## src/design/tcwfs_pkg.sv

```systemverilog
// shared constants, codes and types of the three-class weighted fifo scheduler
`timescale 1ns / 1ps

package tcwfs_pkg;

    // queue geometry
    localparam int QUEUE_DEPTH = 16;
    localparam int NUM_QUEUES  = 3;
    localparam int IDX_W       = $clog2(QUEUE_DEPTH);
    localparam int OCC_W       = $clog2(QUEUE_DEPTH + 1);
    localparam int STORE_DEPTH = NUM_QUEUES * QUEUE_DEPTH;
    localparam int ADDR_W      = $clog2(STORE_DEPTH);

    // field widths
    localparam int TICKET_W = 16;
    localparam int AGE_W    = 7;
    localparam int GROUP_W  = 2;
    localparam int STATUS_W = 3;
    localparam int CLASS_W  = 2;
    localparam int TURNS_W  = 4;
    localparam int ENTRY_W  = TICKET_W + AGE_W;

    // configuration port
    localparam int PADDR_W = 4;
    localparam int PDATA_W = 32;

    // register reset values
    localparam logic [AGE_W-1:0]   AGE_THR_RST      = 7'd60;
    localparam logic [TURNS_W-1:0] SENIOR_TURNS_RST = 4'd4;
    localparam logic [TURNS_W-1:0] ADULT_TURNS_RST  = 4'd4;
    localparam logic [TURNS_W-1:0] B_TURNS_RST      = 4'd2;

    // group codes of an insert
    localparam logic [GROUP_W-1:0] GRP_A = 2'd0;
    localparam logic [GROUP_W-1:0] GRP_B = 2'd1;

    // request function codes
    localparam logic FUNC_INSERT = 1'b0;
    localparam logic FUNC_SERVE  = 1'b1;

    typedef enum logic [1:0] {
        REG_AGE_THR      = 2'd0,
        REG_SENIOR_TURNS = 2'd1,
        REG_ADULT_TURNS  = 2'd2,
        REG_B_TURNS      = 2'd3
    } reg_idx_t;

    typedef enum logic [STATUS_W-1:0] {
        ST_INSERTED  = 3'd0,
        ST_BAD_GROUP = 3'd1,
        ST_FULL      = 3'd2,
        ST_SERVED    = 3'd3,
        ST_ALL_EMPTY = 3'd4,
        ST_SKIPPED   = 3'd5
    } status_t;

    typedef enum logic [CLASS_W-1:0] {
        CL_SENIOR = 2'd0,
        CL_ADULT  = 2'd1,
        CL_B      = 2'd2
    } class_t;

    typedef struct packed {
        logic [AGE_W-1:0]   age_threshold;
        logic [TURNS_W-1:0] senior_turns;
        logic [TURNS_W-1:0] adult_turns;
        logic [TURNS_W-1:0] group_b_turns;
    } cfg_t;

    // controller to datapath
    typedef struct packed {
        logic exec;      // transaction accepted this cycle
        logic load_mem;  // store read data lands in the result register
    } ctrl_cmd_t;

    // datapath to controller
    typedef struct packed {
        logic out_free;  // result register empty or being taken
        logic serve_hit; // current request pops an entry
    } dp_stat_t;

endpackage

```

## src/design/tcwfs_if.sv

```systemverilog
// request and response channel interfaces
`timescale 1ns / 1ps

interface tcwfs_req_if;
    import tcwfs_pkg::*;

    logic                valid;
    logic                ready;
    logic                func;
    logic [TICKET_W-1:0] ticket;
    logic [AGE_W-1:0]    age;
    logic [GROUP_W-1:0]  group;

    modport source (output valid, output func, output ticket, output age, output group,
                    input ready);
    modport sink   (input valid, input func, input ticket, input age, input group,
                    output ready);
endinterface

interface tcwfs_rsp_if;
    import tcwfs_pkg::*;

    logic                valid;
    logic                ready;
    logic [STATUS_W-1:0] status;
    logic [CLASS_W-1:0]  queue_class;
    logic [TICKET_W-1:0] served_ticket;
    logic [AGE_W-1:0]    served_age;

    modport source (output valid, output status, output queue_class,
                    output served_ticket, output served_age, input ready);
    modport sink   (input valid, input status, input queue_class,
                    input served_ticket, input served_age, output ready);
endinterface

```

## src/design/three_class_weighted_fifo_scheduler.sv

```systemverilog
// top level of the three-class weighted fifo scheduler
//
//  channel  dir  handshake            payload
//  req      in   req.valid/req.ready  func, ticket, age, group
//  rsp      out  rsp.valid/rsp.ready  status, queue_class, served_ticket, served_age
//  apb      in   psel/penable/pready  paddr, pwrite, pwdata, prdata
//
//  an insert, a rejected request, a skipped turn or an all-empty serve writes the
//  result register directly; a popping serve fills it from the registered read of
//  the entry store that holds all three ring buffers; with no such read in flight,
//  a new transaction is taken while the result register is empty or being taken
//  reset clears pointers, fill counts and the turn counter at once; the entry store
//  is not cleared and is read only where an entry is held
//  a stalled response holds the result register and, with it, the request side
`timescale 1ns / 1ps

module three_class_weighted_fifo_scheduler (
    input  logic                          clk,
    input  logic                          rst_n,
    tcwfs_req_if.sink                     req,
    tcwfs_rsp_if.source                   rsp,
    input  logic                          psel,
    input  logic                          penable,
    input  logic                          pwrite,
    input  logic [tcwfs_pkg::PADDR_W-1:0] paddr,
    input  logic [tcwfs_pkg::PDATA_W-1:0] pwdata,
    output logic [tcwfs_pkg::PDATA_W-1:0] prdata,
    output logic                          pready
);
    import tcwfs_pkg::*;

    cfg_t      cfg;
    ctrl_cmd_t cmd;
    dp_stat_t  stat;

    // register file: threshold and the three turn counts
    tcwfs_cfg u_cfg (
        .clk     (clk),
        .rst_n   (rst_n),
        .psel    (psel),
        .penable (penable),
        .pwrite  (pwrite),
        .paddr   (paddr),
        .pwdata  (pwdata),
        .prdata  (prdata),
        .pready  (pready),
        .cfg     (cfg)
    );

    // controller: decides when a transaction is accepted and when read data lands
    tcwfs_ctrl u_ctrl (
        .clk       (clk),
        .rst_n     (rst_n),
        .req_valid (req.valid),
        .req_ready (req.ready),
        .stat      (stat),
        .cmd       (cmd)
    );

    // datapath: queue selection, pointers, turn counter, store and result register
    tcwfs_dp u_dp (
        .clk               (clk),
        .rst_n             (rst_n),
        .cmd               (cmd),
        .stat              (stat),
        .cfg               (cfg),
        .req_func          (req.func),
        .req_ticket        (req.ticket),
        .req_age           (req.age),
        .req_group         (req.group),
        .rsp_ready         (rsp.ready),
        .rsp_valid         (rsp.valid),
        .rsp_status        (rsp.status),
        .rsp_queue_class   (rsp.queue_class),
        .rsp_served_ticket (rsp.served_ticket),
        .rsp_served_age    (rsp.served_age)
    );

    // no new transaction while a result is stuck in the output register
    a_no_accept_over_stall: assert property (
        @(posedge clk) disable iff (!rst_n)
        req.ready |-> (!rsp.valid || rsp.ready)
    ) else $error("request accepted while result register is stalled");

    // a popping serve is followed by the store read data landing
    a_hit_then_load: assert property (
        @(posedge clk) disable iff (!rst_n)
        (cmd.exec && stat.serve_hit) |=> cmd.load_mem
    ) else $error("serve hit not followed by store read");

    // the result register is empty when store read data lands
    a_load_into_empty: assert property (
        @(posedge clk) disable iff (!rst_n)
        cmd.load_mem |-> !rsp.valid
    ) else $error("store read data would overwrite a pending result");

    // no transaction is taken while the store read is in flight
    a_no_accept_during_load: assert property (
        @(posedge clk) disable iff (!rst_n)
        cmd.load_mem |-> !req.ready
    ) else $error("request accepted during store read");

endmodule

```

## src/design/tcwfs_ram.sv

```systemverilog
// generic single-port-write, single-port-read ram with registered read
`timescale 1ns / 1ps

module tcwfs_ram #(
    parameter int WIDTH = 8,
    parameter int DEPTH = 16
) (
    input  logic                     clk,
    input  logic                     we,
    input  logic [$clog2(DEPTH)-1:0] waddr,
    input  logic [WIDTH-1:0]         wdata,
    input  logic                     re,
    input  logic [$clog2(DEPTH)-1:0] raddr,
    output logic [WIDTH-1:0]         rdata
);

    logic [WIDTH-1:0] mem [DEPTH];

    always_ff @(posedge clk)
    begin
        if (we)
        begin
            mem[waddr] <= wdata;
        end
        if (re)
        begin
            rdata <= mem[raddr];
        end
    end

endmodule

```

## src/design/tcwfs_cfg.sv

```systemverilog
// apb-style configuration register file
`timescale 1ns / 1ps

module tcwfs_cfg (
    input  logic                          clk,
    input  logic                          rst_n,
    input  logic                          psel,
    input  logic                          penable,
    input  logic                          pwrite,
    input  logic [tcwfs_pkg::PADDR_W-1:0] paddr,
    input  logic [tcwfs_pkg::PDATA_W-1:0] pwdata,
    output logic [tcwfs_pkg::PDATA_W-1:0] prdata,
    output logic                          pready,
    output tcwfs_pkg::cfg_t               cfg
);
    import tcwfs_pkg::*;

    cfg_t     cfg_reg;
    cfg_t     cfg_next;
    reg_idx_t idx;
    logic     wr_en;

    assign pready = 1'b1;
    assign idx    = reg_idx_t'(paddr[PADDR_W-1:2]);
    assign wr_en  = psel && penable && pwrite && pready;
    assign cfg    = cfg_reg;

    always_comb
    begin
        cfg_next = cfg_reg;
        if (wr_en)
        begin
            unique case (idx)
                REG_AGE_THR:      cfg_next.age_threshold = pwdata[AGE_W-1:0];
                REG_SENIOR_TURNS: cfg_next.senior_turns  = pwdata[TURNS_W-1:0];
                REG_ADULT_TURNS:  cfg_next.adult_turns   = pwdata[TURNS_W-1:0];
                REG_B_TURNS:      cfg_next.group_b_turns = pwdata[TURNS_W-1:0];
                default:          cfg_next = cfg_reg;
            endcase
        end
    end

    always_comb
    begin
        unique case (idx)
            REG_AGE_THR:      prdata = PDATA_W'(cfg_reg.age_threshold);
            REG_SENIOR_TURNS: prdata = PDATA_W'(cfg_reg.senior_turns);
            REG_ADULT_TURNS:  prdata = PDATA_W'(cfg_reg.adult_turns);
            REG_B_TURNS:      prdata = PDATA_W'(cfg_reg.group_b_turns);
            default:          prdata = '0;
        endcase
    end

    always_ff @(posedge clk or negedge rst_n)
    begin
        if (!rst_n)
        begin
            cfg_reg.age_threshold <= AGE_THR_RST;
            cfg_reg.senior_turns  <= SENIOR_TURNS_RST;
            cfg_reg.adult_turns   <= ADULT_TURNS_RST;
            cfg_reg.group_b_turns <= B_TURNS_RST;
        end
        else
        begin
            cfg_reg <= cfg_next;
        end
    end

endmodule

```

## src/design/tcwfs_ctrl.sv

```systemverilog
// controller state machine: accept, then wait for store read data on a popping serve
`timescale 1ns / 1ps

module tcwfs_ctrl (
    input  logic                  clk,
    input  logic                  rst_n,
    input  logic                  req_valid,
    output logic                  req_ready,
    input  tcwfs_pkg::dp_stat_t   stat,
    output tcwfs_pkg::ctrl_cmd_t  cmd
);
    import tcwfs_pkg::*;

    typedef enum logic {
        S_IDLE,
        S_READ
    } state_t;

    state_t state_reg;
    state_t state_next;

    assign req_ready    = (state_reg == S_IDLE) && stat.out_free;
    assign cmd.exec     = req_valid && req_ready;
    assign cmd.load_mem = (state_reg == S_READ);

    always_comb
    begin
        state_next = state_reg;
        unique case (state_reg)
            S_IDLE:
            begin
                if (cmd.exec && stat.serve_hit)
                begin
                    state_next = S_READ;
                end
            end
            S_READ:
            begin
                state_next = S_IDLE;
            end
            default:
            begin
                state_next = S_IDLE;
            end
        endcase
    end

    always_ff @(posedge clk or negedge rst_n)
    begin
        if (!rst_n)
        begin
            state_reg <= S_IDLE;
        end
        else
        begin
            state_reg <= state_next;
        end
    end

endmodule

```

## src/design/tcwfs_dp.sv

```systemverilog
// datapath: queue pointers, turn counter, entry store and result register
`timescale 1ns / 1ps

module tcwfs_dp (
    input  logic                           clk,
    input  logic                           rst_n,
    input  tcwfs_pkg::ctrl_cmd_t           cmd,
    output tcwfs_pkg::dp_stat_t            stat,
    input  tcwfs_pkg::cfg_t                cfg,
    input  logic                           req_func,
    input  logic [tcwfs_pkg::TICKET_W-1:0] req_ticket,
    input  logic [tcwfs_pkg::AGE_W-1:0]    req_age,
    input  logic [tcwfs_pkg::GROUP_W-1:0]  req_group,
    input  logic                           rsp_ready,
    output logic                           rsp_valid,
    output logic [tcwfs_pkg::STATUS_W-1:0] rsp_status,
    output logic [tcwfs_pkg::CLASS_W-1:0]  rsp_queue_class,
    output logic [tcwfs_pkg::TICKET_W-1:0] rsp_served_ticket,
    output logic [tcwfs_pkg::AGE_W-1:0]    rsp_served_age
);
    import tcwfs_pkg::*;

    // queue bookkeeping
    logic [IDX_W-1:0]   head_reg [NUM_QUEUES];
    logic [IDX_W-1:0]   head_next [NUM_QUEUES];
    logic [IDX_W-1:0]   tail_reg [NUM_QUEUES];
    logic [IDX_W-1:0]   tail_next [NUM_QUEUES];
    logic [OCC_W-1:0]   occ_reg [NUM_QUEUES];
    logic [OCC_W-1:0]   occ_next [NUM_QUEUES];

    // turn counter
    class_t             phase_reg;
    class_t             phase_next;
    logic [TURNS_W-1:0] turns_reg;
    logic [TURNS_W-1:0] turns_next;

    // result register
    logic               out_valid_reg;
    logic               out_valid_next;
    status_t            out_status_reg;
    status_t            out_status_next;
    class_t             out_class_reg;
    class_t             out_class_next;
    logic [TICKET_W-1:0] out_ticket_reg;
    logic [TICKET_W-1:0] out_ticket_next;
    logic [AGE_W-1:0]   out_age_reg;
    logic [AGE_W-1:0]   out_age_next;

    // decision
    class_t             serve_q;
    class_t             ins_q;
    class_t             q;
    logic [OCC_W-1:0]   occ_q;
    logic               bad_group;
    logic               full;
    logic               all_empty;
    logic               hit;
    logic               do_write;
    logic               do_read;
    status_t            res_status;
    class_t             res_class;

    // store port
    logic [ADDR_W-1:0]  base_addr;
    logic [ADDR_W-1:0]  waddr;
    logic [ADDR_W-1:0]  raddr;
    logic [ENTRY_W-1:0] rdata;

    function automatic logic [IDX_W-1:0] idx_inc(input logic [IDX_W-1:0] v);
        if (v == IDX_W'(QUEUE_DEPTH - 1))
        begin
            return '0;
        end
        return v + 1'b1;
    endfunction

    function automatic logic [TURNS_W-1:0] turns_of(input class_t ph, input cfg_t c);
        logic [TURNS_W-1:0] t;
        case (ph)
            CL_ADULT: t = c.adult_turns;
            CL_B:     t = c.group_b_turns;
            default:  t = c.senior_turns;
        endcase
        return t;
    endfunction

    always_comb
    begin
        case (phase_reg)
            CL_ADULT: serve_q = CL_ADULT;
            CL_B:     serve_q = CL_B;
            default:  serve_q = CL_SENIOR;
        endcase
    end

    assign ins_q     = (req_group == GRP_A) ?
                       ((req_age >= cfg.age_threshold) ? CL_SENIOR : CL_ADULT) : CL_B;
    assign bad_group = (req_group != GRP_A) && (req_group != GRP_B);
    assign q         = (req_func == FUNC_SERVE) ? serve_q : ins_q;
    assign occ_q     = occ_reg[q];
    assign full      = (occ_q == OCC_W'(QUEUE_DEPTH));
    assign all_empty = (occ_reg[CL_SENIOR] == '0) && (occ_reg[CL_ADULT] == '0) &&
                       (occ_reg[CL_B] == '0);
    assign hit       = (req_func == FUNC_SERVE) && !all_empty && (occ_q != '0);
    assign do_write  = cmd.exec && (req_func == FUNC_INSERT) && !bad_group && !full;
    assign do_read   = cmd.exec && hit;

    always_comb
    begin
        res_class = q;
        if (req_func == FUNC_INSERT)
        begin
            if (bad_group)
            begin
                res_status = ST_BAD_GROUP;
                res_class  = CL_SENIOR;
            end
            else if (full)
            begin
                res_status = ST_FULL;
            end
            else
            begin
                res_status = ST_INSERTED;
            end
        end
        else if (all_empty)
        begin
            res_status = ST_ALL_EMPTY;
            res_class  = CL_SENIOR;
        end
        else if (hit)
        begin
            res_status = ST_SERVED;
        end
        else
        begin
            res_status = ST_SKIPPED;
        end
    end

    // pointer and occupancy update
    always_comb
    begin
        for (int i = 0; i < NUM_QUEUES; i++)
        begin
            head_next[i] = head_reg[i];
            tail_next[i] = tail_reg[i];
            occ_next[i]  = occ_reg[i];
        end
        if (do_write)
        begin
            tail_next[q] = idx_inc(tail_reg[q]);
            occ_next[q]  = occ_reg[q] + 1'b1;
        end
        if (do_read)
        begin
            head_next[q] = idx_inc(head_reg[q]);
            occ_next[q]  = occ_reg[q] - 1'b1;
        end
    end

    // weighted turn counter
    always_comb
    begin
        phase_next = phase_reg;
        turns_next = turns_reg;
        if (cmd.exec && (req_func == FUNC_SERVE))
        begin
            if (all_empty)
            begin
                phase_next = CL_SENIOR;
            end
            else if (hit)
            begin
                if (turns_reg <= 4'd1)
                begin
                    case (q)
                        CL_SENIOR: phase_next = CL_ADULT;
                        CL_ADULT:  phase_next = CL_B;
                        default:   phase_next = CL_SENIOR;
                    endcase
                end
            end
            else
            begin
                case (q)
                    CL_SENIOR:
                    begin
                        if (occ_reg[CL_ADULT] == '0)
                        begin
                            phase_next = CL_B;
                        end
                        else if (occ_reg[CL_B] == '0)
                        begin
                            phase_next = CL_SENIOR;
                        end
                        else
                        begin
                            phase_next = CL_ADULT;
                        end
                    end
                    CL_ADULT:
                    begin
                        phase_next = (occ_reg[CL_B] == '0) ? CL_SENIOR : CL_B;
                    end
                    default:
                    begin
                        phase_next = CL_SENIOR;
                    end
                endcase
            end
            // a serve that pops with turns left counts down, any other serve reloads
            if (hit && (turns_reg > 4'd1))
            begin
                turns_next = turns_reg - 1'b1;
            end
            else
            begin
                turns_next = turns_of(phase_next, cfg);
            end
        end
    end

    // result register
    always_comb
    begin
        out_valid_next  = out_valid_reg;
        out_status_next = out_status_reg;
        out_class_next  = out_class_reg;
        out_ticket_next = out_ticket_reg;
        out_age_next    = out_age_reg;
        if (rsp_ready)
        begin
            out_valid_next = 1'b0;
        end
        if (cmd.exec)
        begin
            out_status_next = res_status;
            out_class_next  = res_class;
            out_ticket_next = '0;
            out_age_next    = '0;
            out_valid_next  = !hit;
        end
        if (cmd.load_mem)
        begin
            out_ticket_next = rdata[ENTRY_W-1:AGE_W];
            out_age_next    = rdata[AGE_W-1:0];
            out_valid_next  = 1'b1;
        end
    end

    assign stat.out_free  = !out_valid_reg || rsp_ready;
    assign stat.serve_hit = hit;

    assign rsp_valid         = out_valid_reg;
    assign rsp_status        = out_status_reg;
    assign rsp_queue_class   = out_class_reg;
    assign rsp_served_ticket = out_ticket_reg;
    assign rsp_served_age    = out_age_reg;

    // store address: queue base plus ring index
    assign base_addr = ADDR_W'(q) * ADDR_W'(QUEUE_DEPTH);
    assign waddr     = base_addr + ADDR_W'(tail_reg[q]);
    assign raddr     = base_addr + ADDR_W'(head_reg[q]);

    tcwfs_ram #(
        .WIDTH (ENTRY_W),
        .DEPTH (STORE_DEPTH)
    ) u_store (
        .clk   (clk),
        .we    (do_write),
        .waddr (waddr),
        .wdata ({req_ticket, req_age}),
        .re    (do_read),
        .raddr (raddr),
        .rdata (rdata)
    );

    always_ff @(posedge clk or negedge rst_n)
    begin
        if (!rst_n)
        begin
            for (int i = 0; i < NUM_QUEUES; i++)
            begin
                head_reg[i] <= '0;
                tail_reg[i] <= '0;
                occ_reg[i]  <= '0;
            end
            phase_reg     <= CL_SENIOR;
            turns_reg     <= SENIOR_TURNS_RST;
            out_valid_reg <= 1'b0;
        end
        else
        begin
            for (int i = 0; i < NUM_QUEUES; i++)
            begin
                head_reg[i] <= head_next[i];
                tail_reg[i] <= tail_next[i];
                occ_reg[i]  <= occ_next[i];
            end
            phase_reg     <= phase_next;
            turns_reg     <= turns_next;
            out_valid_reg <= out_valid_next;
        end
    end

    always_ff @(posedge clk)
    begin
        out_status_reg <= out_status_next;
        out_class_reg  <= out_class_next;
        out_ticket_reg <= out_ticket_next;
        out_age_reg    <= out_age_next;
    end

endmodule

```

## src/flat_wrapper.sv

```systemverilog
// flat-port wrapper written by rule: the top's interface ports become plain ports
module three_class_weighted_fifo_scheduler_flat import tcwfs_pkg::*;
  (clk, rst_n, psel, penable, pwrite, paddr, pwdata, prdata, pready, req_valid, req_func, req_ticket, req_age, req_group, req_ready, rsp_valid, rsp_status, rsp_queue_class, rsp_served_ticket, rsp_served_age, rsp_ready);
  tcwfs_req_if req_i ();
  tcwfs_rsp_if rsp_i ();
  input  logic clk;
  input  logic rst_n;
  input  logic psel;
  input  logic penable;
  input  logic pwrite;
  input  logic [tcwfs_pkg::PADDR_W-1:0] paddr;
  input  logic [tcwfs_pkg::PDATA_W-1:0] pwdata;
  output logic [tcwfs_pkg::PDATA_W-1:0] prdata;
  output logic pready;
  input wire logic [$bits(req_i.valid)-1:0] req_valid;
  input wire logic [$bits(req_i.func)-1:0] req_func;
  input wire logic [$bits(req_i.ticket)-1:0] req_ticket;
  input wire logic [$bits(req_i.age)-1:0] req_age;
  input wire logic [$bits(req_i.group)-1:0] req_group;
  output wire logic [$bits(req_i.ready)-1:0] req_ready;
  output wire logic [$bits(rsp_i.valid)-1:0] rsp_valid;
  output wire logic [$bits(rsp_i.status)-1:0] rsp_status;
  output wire logic [$bits(rsp_i.queue_class)-1:0] rsp_queue_class;
  output wire logic [$bits(rsp_i.served_ticket)-1:0] rsp_served_ticket;
  output wire logic [$bits(rsp_i.served_age)-1:0] rsp_served_age;
  input wire logic [$bits(rsp_i.ready)-1:0] rsp_ready;
  assign req_i.valid = req_valid;
  assign req_i.func = req_func;
  assign req_i.ticket = req_ticket;
  assign req_i.age = req_age;
  assign req_i.group = req_group;
  assign req_ready = req_i.ready;
  assign rsp_valid = rsp_i.valid;
  assign rsp_status = rsp_i.status;
  assign rsp_queue_class = rsp_i.queue_class;
  assign rsp_served_ticket = rsp_i.served_ticket;
  assign rsp_served_age = rsp_i.served_age;
  assign rsp_i.ready = rsp_ready;
  three_class_weighted_fifo_scheduler u_core (.clk(clk), .rst_n(rst_n), .req(req_i), .rsp(rsp_i), .psel(psel), .penable(penable), .pwrite(pwrite), .paddr(paddr), .pwdata(pwdata), .prdata(prdata), .pready(pready));
endmodule
```

## config.mk

```make
export PLATFORM = sky130hd
export DESIGN_NAME = three_class_weighted_fifo_scheduler_flat
export DESIGN_NICKNAME = d
export VERILOG_FILES = /design/src/design/tcwfs_pkg.sv /design/src/design/tcwfs_if.sv /design/src/design/three_class_weighted_fifo_scheduler.sv /design/src/design/tcwfs_ram.sv /design/src/design/tcwfs_cfg.sv /design/src/design/tcwfs_ctrl.sv /design/src/design/tcwfs_dp.sv /design/src/flat_wrapper.sv
export SDC_FILE = /design/constraint.sdc
export NUM_CORES = 1
export LEC_CHECK = 0
export BUFFER_PORTS_ARGS = -buffer_cell sky130_fd_sc_hd__clkbuf_2
export CORE_MARGIN = 4
export CORE_UTILIZATION = 36
export CTS_CLUSTER_SIZE = 10
export DETAILED_ROUTE_END_ITERATION = 8
export PLACE_DENSITY = 0.53
export RECOVER_POWER = 50
export SYNTH_ARGS = -nofsm -noshare
export SYNTH_HDL_FRONTEND = slang
export SYNTH_HIERARCHICAL = 1
export SYNTH_SLANG_ARGS = --single-unit
```

## constraint.sdc

```tcl
create_clock -name clk -period 16 [get_ports clk]
set_input_delay 3.2 -clock clk [delete_from_list [all_inputs] [get_ports clk]]
set_output_delay 3.2 -clock clk [all_outputs]
set_load 0.03 [all_outputs]
```

## Yosys cells after proc, flatten, opt, wreduce, memory -nomap -nowiden

Memory sizes are Yosys's and may differ from the RTL's. A register that Yosys moved wholly into a read port is not among the register bits.
Cells that the tools add are included.

| storage, ports and cells | value |
|---|---|
| register bits | 94 |
| memory bits (writable) | 1104 |
| output and inout bits | 63 |
| word-level logic and storage cells | 149 |
| memories | 1 |

| operators by class | value |
|---|---|
| add/sub/neg operators | 7 |
| order comparisons | 5 |
| equal/unequal tests | 12 |
| muxes and demuxes | 64 |
| bitwise logic cells | 3 |
| reduce and logical (&&, ||, !) cells | 36 |

Memories:

| name | words | bits a word | read ports | clocked after memory_dff | write ports | RTL line | RTL |
|---|---|---|---|---|---|---|---|
| u_core.u_dp.u_store.mem | 48 | 23 | 1 | 1 | 1 | tcwfs_ram.sv:17 | `logic [WIDTH-1:0] mem [DEPTH];` |

Operators with widths:

| kind | number |
|---|---|
| 32-bit case mux with 4 select lines | 1 |
| 4-bit 2-to-1 mux | 12 |
| 16-bit 2-to-1 mux | 2 |
| 15-bit bitwise mux | 2 |
| 15-bit 2-to-1 mux | 2 |
| 2-bit 2-to-1 mux | 13 |
| 12-bit bitwise mux | 2 |
| 4-bit binary-select mux with 2-bit select | 2 |
| 1-bit logical AND | 16 |
| 5-bit zero test | 3 |
| 5-bit 2-to-1 mux | 3 |
| 7-bit 2-to-1 mux | 2 |
| 6-bit by 4-bit adder with 6-bit output | 2 |
| 1-bit 2-to-1 mux | 12 |
| 2-bit case mux with 2 select lines | 3 |
| 5-bit binary-select mux with 2-bit select | 1 |
| 5-bit demux with 2-bit select | 1 |
| 3-bit 2-to-1 mux | 3 |
| 4-bit by 1-bit adder with 4-bit output, second input constant | 2 |
| 4-bit demux with 2-bit select | 1 |
| 2-bit by 1-bit == test with 1-bit output, second input constant | 4 |
| 2-bit == test, second input constant | 4 |
| 4-bit == test, second input constant | 2 |
| 4-bit case mux with 2 select lines | 1 |
| 20 further kinds | 31 |

## Logic depth before layout (Yosys ltp)

| depth | value |
|---|---|
| word-level depth | 16 |
| gate-level depth with buffers | 22 |
| mapped depth without buffers | 20 |

## Modules after synthesis

The synthesis kept the hierarchy.

Modules (own cells, without submodules):

| module | times used | cells an instance | area an instance (um^2) | sequential area each (um^2) |
|---|---|---|---|---|
| tcwfs_ram | 1 | 2117 | 43500.5 | 33842.5 |
| tcwfs_dp | 1 | 403 | 4438.0 | 1993.2 |
| tcwfs_cfg | 1 | 81 | 1131.1 | 484.2 |
| tcwfs_ctrl | 1 | 5 | 61.3 | 25.0 |

## Least setup slack after synthesis

Ideal clock, no wire load.

| timing | value |
|---|---|
| kind | input to register |
| start | in req_age[0] |
| end | mem u_core/u_dp/u_store/mem[18][0] (netlist bit), enable pin |
| setup time | 0.432 ns |
| data arrival time | 7.789 ns |
| required time | 15.568 ns |
| setup slack | 7.779 ns |
| cell stages on the path | 15 |
| path through | inv_1 ha_1 nand2b_4 a211o_4 a211oi_4 nor2_1 clkinv_1 a21o_1 inv_1 ha_1 nor3b_4 a31oi_2 nor4bb_1 nand2_1 nor3_1 |

| between the ends | value |
|---|---|
| longest elaborated chain between the ends | 13 |
| elaborated cells between the ends (all ways) | 17 |
| those cells by class | 1 x add/sub; 1 x order compare; 1 x eq/ne; 11 x mux; 1 x bitwise; 2 x reduce/logical |

Ends and longest elaborated chain:

| what | RTL line | RTL |
|---|---|---|
| start: declaration | flat_wrapper.sv:18 | `input wire logic [$bits(req_i.age)-1:0] req_age;` |
| 7-bit greater-or-equal comparator | tcwfs_dp.sv:97 | `((req_age >= cfg.age_threshold) ? CL_SENIOR : CL_ADULT) : CL_B;` |
| 1-bit 2-to-1 mux | tcwfs_dp.sv:97 |  |
| 2-bit 2-to-1 mux | tcwfs_dp.sv:96 | `assign ins_q = (req_group == GRP_A) ?` |
| 2-bit 2-to-1 mux | tcwfs_dp.sv:99 | `assign q = (req_func == FUNC_SERVE) ? serve_q : ins_q;` |
| 2-bit inverter with 3-bit output (not written as such) | tcwfs_dp.sv:100 | `assign occ_q = occ_reg[q];` |
| 5-bit binary-select mux with 2-bit select | tcwfs_dp.sv:100 |  |
| 5-bit 2-to-1 mux (not written as such) (2 in series) | tcwfs_dp.sv:100 |  |
| 5-bit == test | tcwfs_dp.sv:101 | `assign full = (occ_q == OCC_W'(QUEUE_DEPTH));` |
| 1-bit zero test | tcwfs_dp.sv:105 | `assign do_write = cmd.exec && (req_func == FUNC_INSERT) && !bad_group && !full;` |
| 1-bit logical AND | tcwfs_dp.sv:105 |  |
| net u_core.u_dp.do_write | tcwfs_dp.sv:58 | `logic do_write;` |
| 1-bit 2-to-1 mux | tcwfs_ram.sv:21 | `if (we)` |
| 1-bit 2-to-1 mux (not written as such) | tcwfs_ram.sv:23 | `mem[waddr] <= wdata;` |
| end: declaration | tcwfs_ram.sv:17 |  |

The timed path passes the listed nets, and every way through them passes these cells. The select of a mux whose other input is x is not followed.

## Worst setup path in the final report

| timing | value |
|---|---|
| start | in req_age[4] |
| end | reg u_core.u_dp.u_store.rdata[15] (read register of u_core.u_dp.u_store.mem) (data pin) |

| between the ends | value |
|---|---|
| elaborated cells between the ends (all ways) | 15 |
| those cells by class | 1 x add/sub; 1 x order compare; 9 x mux; 1 x bitwise; 3 x reduce/logical |

RTL lines:

| what | RTL line | RTL |
|---|---|---|
| 7-bit greater-or-equal comparator | tcwfs_dp.sv:97 |  |
| 1-bit 2-to-1 mux | tcwfs_dp.sv:97 |  |
| 2-bit 2-to-1 mux | tcwfs_dp.sv:96 |  |
| 2-bit 2-to-1 mux | tcwfs_dp.sv:99 |  |
| 2-bit inverter with 3-bit output (not written as such) | tcwfs_dp.sv:265 | `assign raddr = base_addr + ADDR_W'(head_reg[q]);` |
| 4-bit binary-select mux with 2-bit select | tcwfs_dp.sv:265 |  |
| 4-bit 2-to-1 mux (not written as such) (2 in series) | tcwfs_dp.sv:265 |  |
| 6-bit by 4-bit adder with 6-bit output | tcwfs_dp.sv:265 |  |
| net u_core.u_dp.raddr[1] | tcwfs_dp.sv:66 | `logic [ADDR_W-1:0] raddr;` |
| end: declaration | tcwfs_ram.sv:14 | `output logic [WIDTH-1:0] rdata` |

The timed path passes the listed nets, and every way through them passes these cells. The select of a mux whose other input is x is not followed.
A chain may end at the register's enable or synchronous reset.

==> results.txt <==
Status: complete, but fails checks
Failing checks: capacitance limit, slew limit
Drt total wl: 126000 um
Pre-antenna DRT Iters: 5
Routed WL per cell: 27.6 um
Hold path startpoint: u_core/u_dp/turns_reg[3]$_DFFE_PN0P_
WP buf/inv: 5
# IOs: 132
Max Fclk: 0.0894 GHz
Avg Cell Area, Syn: 18.9 um2
Critical Path AT: 11.62 ns
Clk_skew: 0.0230 ns
ANT nets after route: 0
Core Box Area: 135000 um2
Post-synth EDFFs: 1155
Final Hold Vio Count: 0
Worst skew pair latency: 0.73 ns
Max reg flops: 1104
Multi-input gate area: 11900 um2
Register area: 36300 um2
GRT Resource Usage Total: 17.7%
Post-DP HPWL: 68600 um
Post-synthesis mux area share: 14.3%
Setup Viol. Count Final: 0
Worst reg2reg path endpoint: u_core/u_dp/u_store/rdata[15]$_DFFE_PP_
Largest area contributor in the netlist: edfxtp_1
Most frequent cell after synthesis: edfxtp_1
Drc violations: 0
Crit. End Element: flop
Hold path cells: 1
Postcts setup bufs: 0
Post-Synth XOR/XNOR Area: 0.0891%
Yosys top cell area share: 70.6%
Slew headroom: -142%
Area Overhead vs Synth: 12.6%
Resized Gates After CTS: 0
H-tree depth: 4
Worst EP required: 16.43 ns
Via count: 25381
Register-to-Register Setup Slack: 8.53 ns
CTS tree: yes
RSZ-0062 raised after global routing: false
Mapped Area: 49100 um2
CP max stage delay: 1.71 ns
Critical path type: in2reg
Tot Pwr: 9.66 mW
Hold WS: 0.486 ns
Synth Area in Adders: 0.382%
Initial Utilization: 36.3%
Root Driver: clkbuf_16
Final core occ: 40.8%
Max-slew violations: 1255
Die Wd: 377 um
Fillers: 11984
Hold Crit Class: reg2reg
Min Tclk post-route: 11.18 ns
Worst R2R Start: u_core/u_cfg/cfg[17]$_DFFE_PN1P_
First-pass GRT wire length: 181000 um
Routability congestion estimate: 0.800
Largest cells by area after synthesis: edfxtp_1 71%, mux2i_1 7.7%, mux4_2 5.5%, dfrtp_1 3.0%, a22oi_1 1.6%
Seq cells post-synth: 1221
Compound-cell area share of the yosys netlist: 6.35%
Largest delay share family, worst path: buffers and inverters
Crit-path slowest cell: clkbuf_1
PD cells: 175 nW/um2
Ys Warns: 6
Fin crit share: 69.9%
R2r worst-path depth: 16
Top post-synthesis cells by count: 1155 x edfxtp_1, 379 x mux2i_1, 119 x mux4_2
Post-CTS Hold Fix Bufs: 0
Worst setup path startpoint: req_age[4]
Grt ovf: 0
DR vias/cell: 5.54
Startpoint types: input port
Vias in the first global route: 25890
Die Area: 142000 um2
Clock Sinks: 1221
Max-cap violations: 26
IO Port Bufs: 78
Number of DRC markers in iteration 0: 2524
Top_reg_cell synth: edfxtp_1
Synthesized netlist cell count: 2606
Post-synthesis sequential area ratio: 74.0%
Synth cell types: 90
Synth async-reset ratio: 5.41%
Total Neg Setup Slack: 0 ns
Share of layout cells above drive strength 1: 20.3%
Final nets: 2843
CTS clk-pin slew, worst paths: 0.05 ns
Synth Area in Simple Gates: 2.62%
Max FO, Critical Path: 53
Antenna violations before repair: 7
Site Rows: 135
Peak supply drop: 0.000127 V
Largest family of logic cells by synthesized area: multiplexers
Cell Chain, Critical Path: clkbuf_1 > ha_1 > nand4_1 > nor2_1 > a211oi_4 > nor2_1 > clkinv_1 > a221oi_1 > inv_4 > nor2b_4 > buf_4 > buf_4 > a22o_1 > a221oi_1 > o22ai_1 > o41ai_2
Largest net degree at the start of global routing: 77
CTS max path bufs: 3
Die Ht: 377 um
Worst-margin pin slew: 3.63 ns
Hold EP: u_core/u_dp/turns_reg[3]$_DFFE_PN0P_
P_leak: 18.4 nW
Num CTS Buffers: 141
## power breakdown
| group | internal [mW] | leakage (nW) | switching (mW) |
|---|---|---|---|
| clock network | 1.63 | 1.87 | 1.15 |
| logic | 1.26 | 5.32 | 1.90 |
| registers | 3.65 | 11.2 | 0.0671 |
| total | 6.54 | 18.4 | 3.12 |
## cells in the final DEF, fill, tap and decap left out, types with 50 or more instances in the layout
| cell type | n |
|---|---|
| edfxtp_1 | 1155 |
| nand2_1 | 55 |
| a221oi_1 | 55 |
| clkbuf_1 | 50 |
| mux4_2 | 119 |
| buf_4 | 72 |
| a22oi_1 | 103 |
| a21oi_1 | 54 |
| dfrtp_1 | 58 |
| clkbuf_2 | 55 |
| clkbuf_16 | 146 |
| mux2i_1 | 379 |
## cell families (layout without fill, tap and decap cells)
kind of cell	after synthesis	count (layout)
buffers and inverters	197	360
other	2	35
adders and majority gates	15	15
and+or+nand+nor	246	246
muxes	544	544
AOI/OAI and AO/OA	376	376
DFF	1221	1221
xor gates and xnor gates	5	5
## through the flow
step	std cells	instance area, um2	setup WS [ns]
3_5_place_dp	4397	51600	4.93
5_1_grt	4574	55300	4.38
3_3_place_gp	4397	51600	5.07
4_1_cts	4574	55400	5.72
6_report	4583	55300	4.82
2_1_floorplan	2630	49200	7.78
## worst max path at each step
stage | cells after the start | endpoint
final | 16 | u_core/u_dp/u_store/rdata[15]$_DFFE_PP_
after global routing | 16 | u_core/u_dp/u_store/rdata[15]$_DFFE_PP_
after CTS | 16 | u_core/u_dp/u_store/rdata[15]$_DFFE_PP_
after detailed placement | 16 | u_core/u_dp/u_store/rdata[15]$_DFFE_PP_
after global placement | 16 | u_core/u_dp/u_store/rdata[15]$_DFFE_PP_
after floorplan | 15 | u_core/u_dp/u_store/mem[18][0]$_DFFE_PP_
## final cells by class
cell class | instances | area share (%)
antenna | 9 | 0.0407
clock buffer | 169 | 6.78
timing repair buffer | 156 | 1.67
sequential | 1221 | 65.7
multi-input combinational | 1212 | 21.4
tap | 1781 | 4.03
clock inverter | 8 | 0.154
inverter | 27 | 0.204
## metal layers
metal | track usage [%] | wire, um | vias up
li1 | - | - | 10870
met1 | 24.4 | 55100 | 13516
met3 | 3.48 | 9080 | 163
met5 | 0 | 0 | -
met2 | 28.6 | 59800 | 832
met4 | 4.70 | 2530 | 0
(Power assumes the default switching activity.)
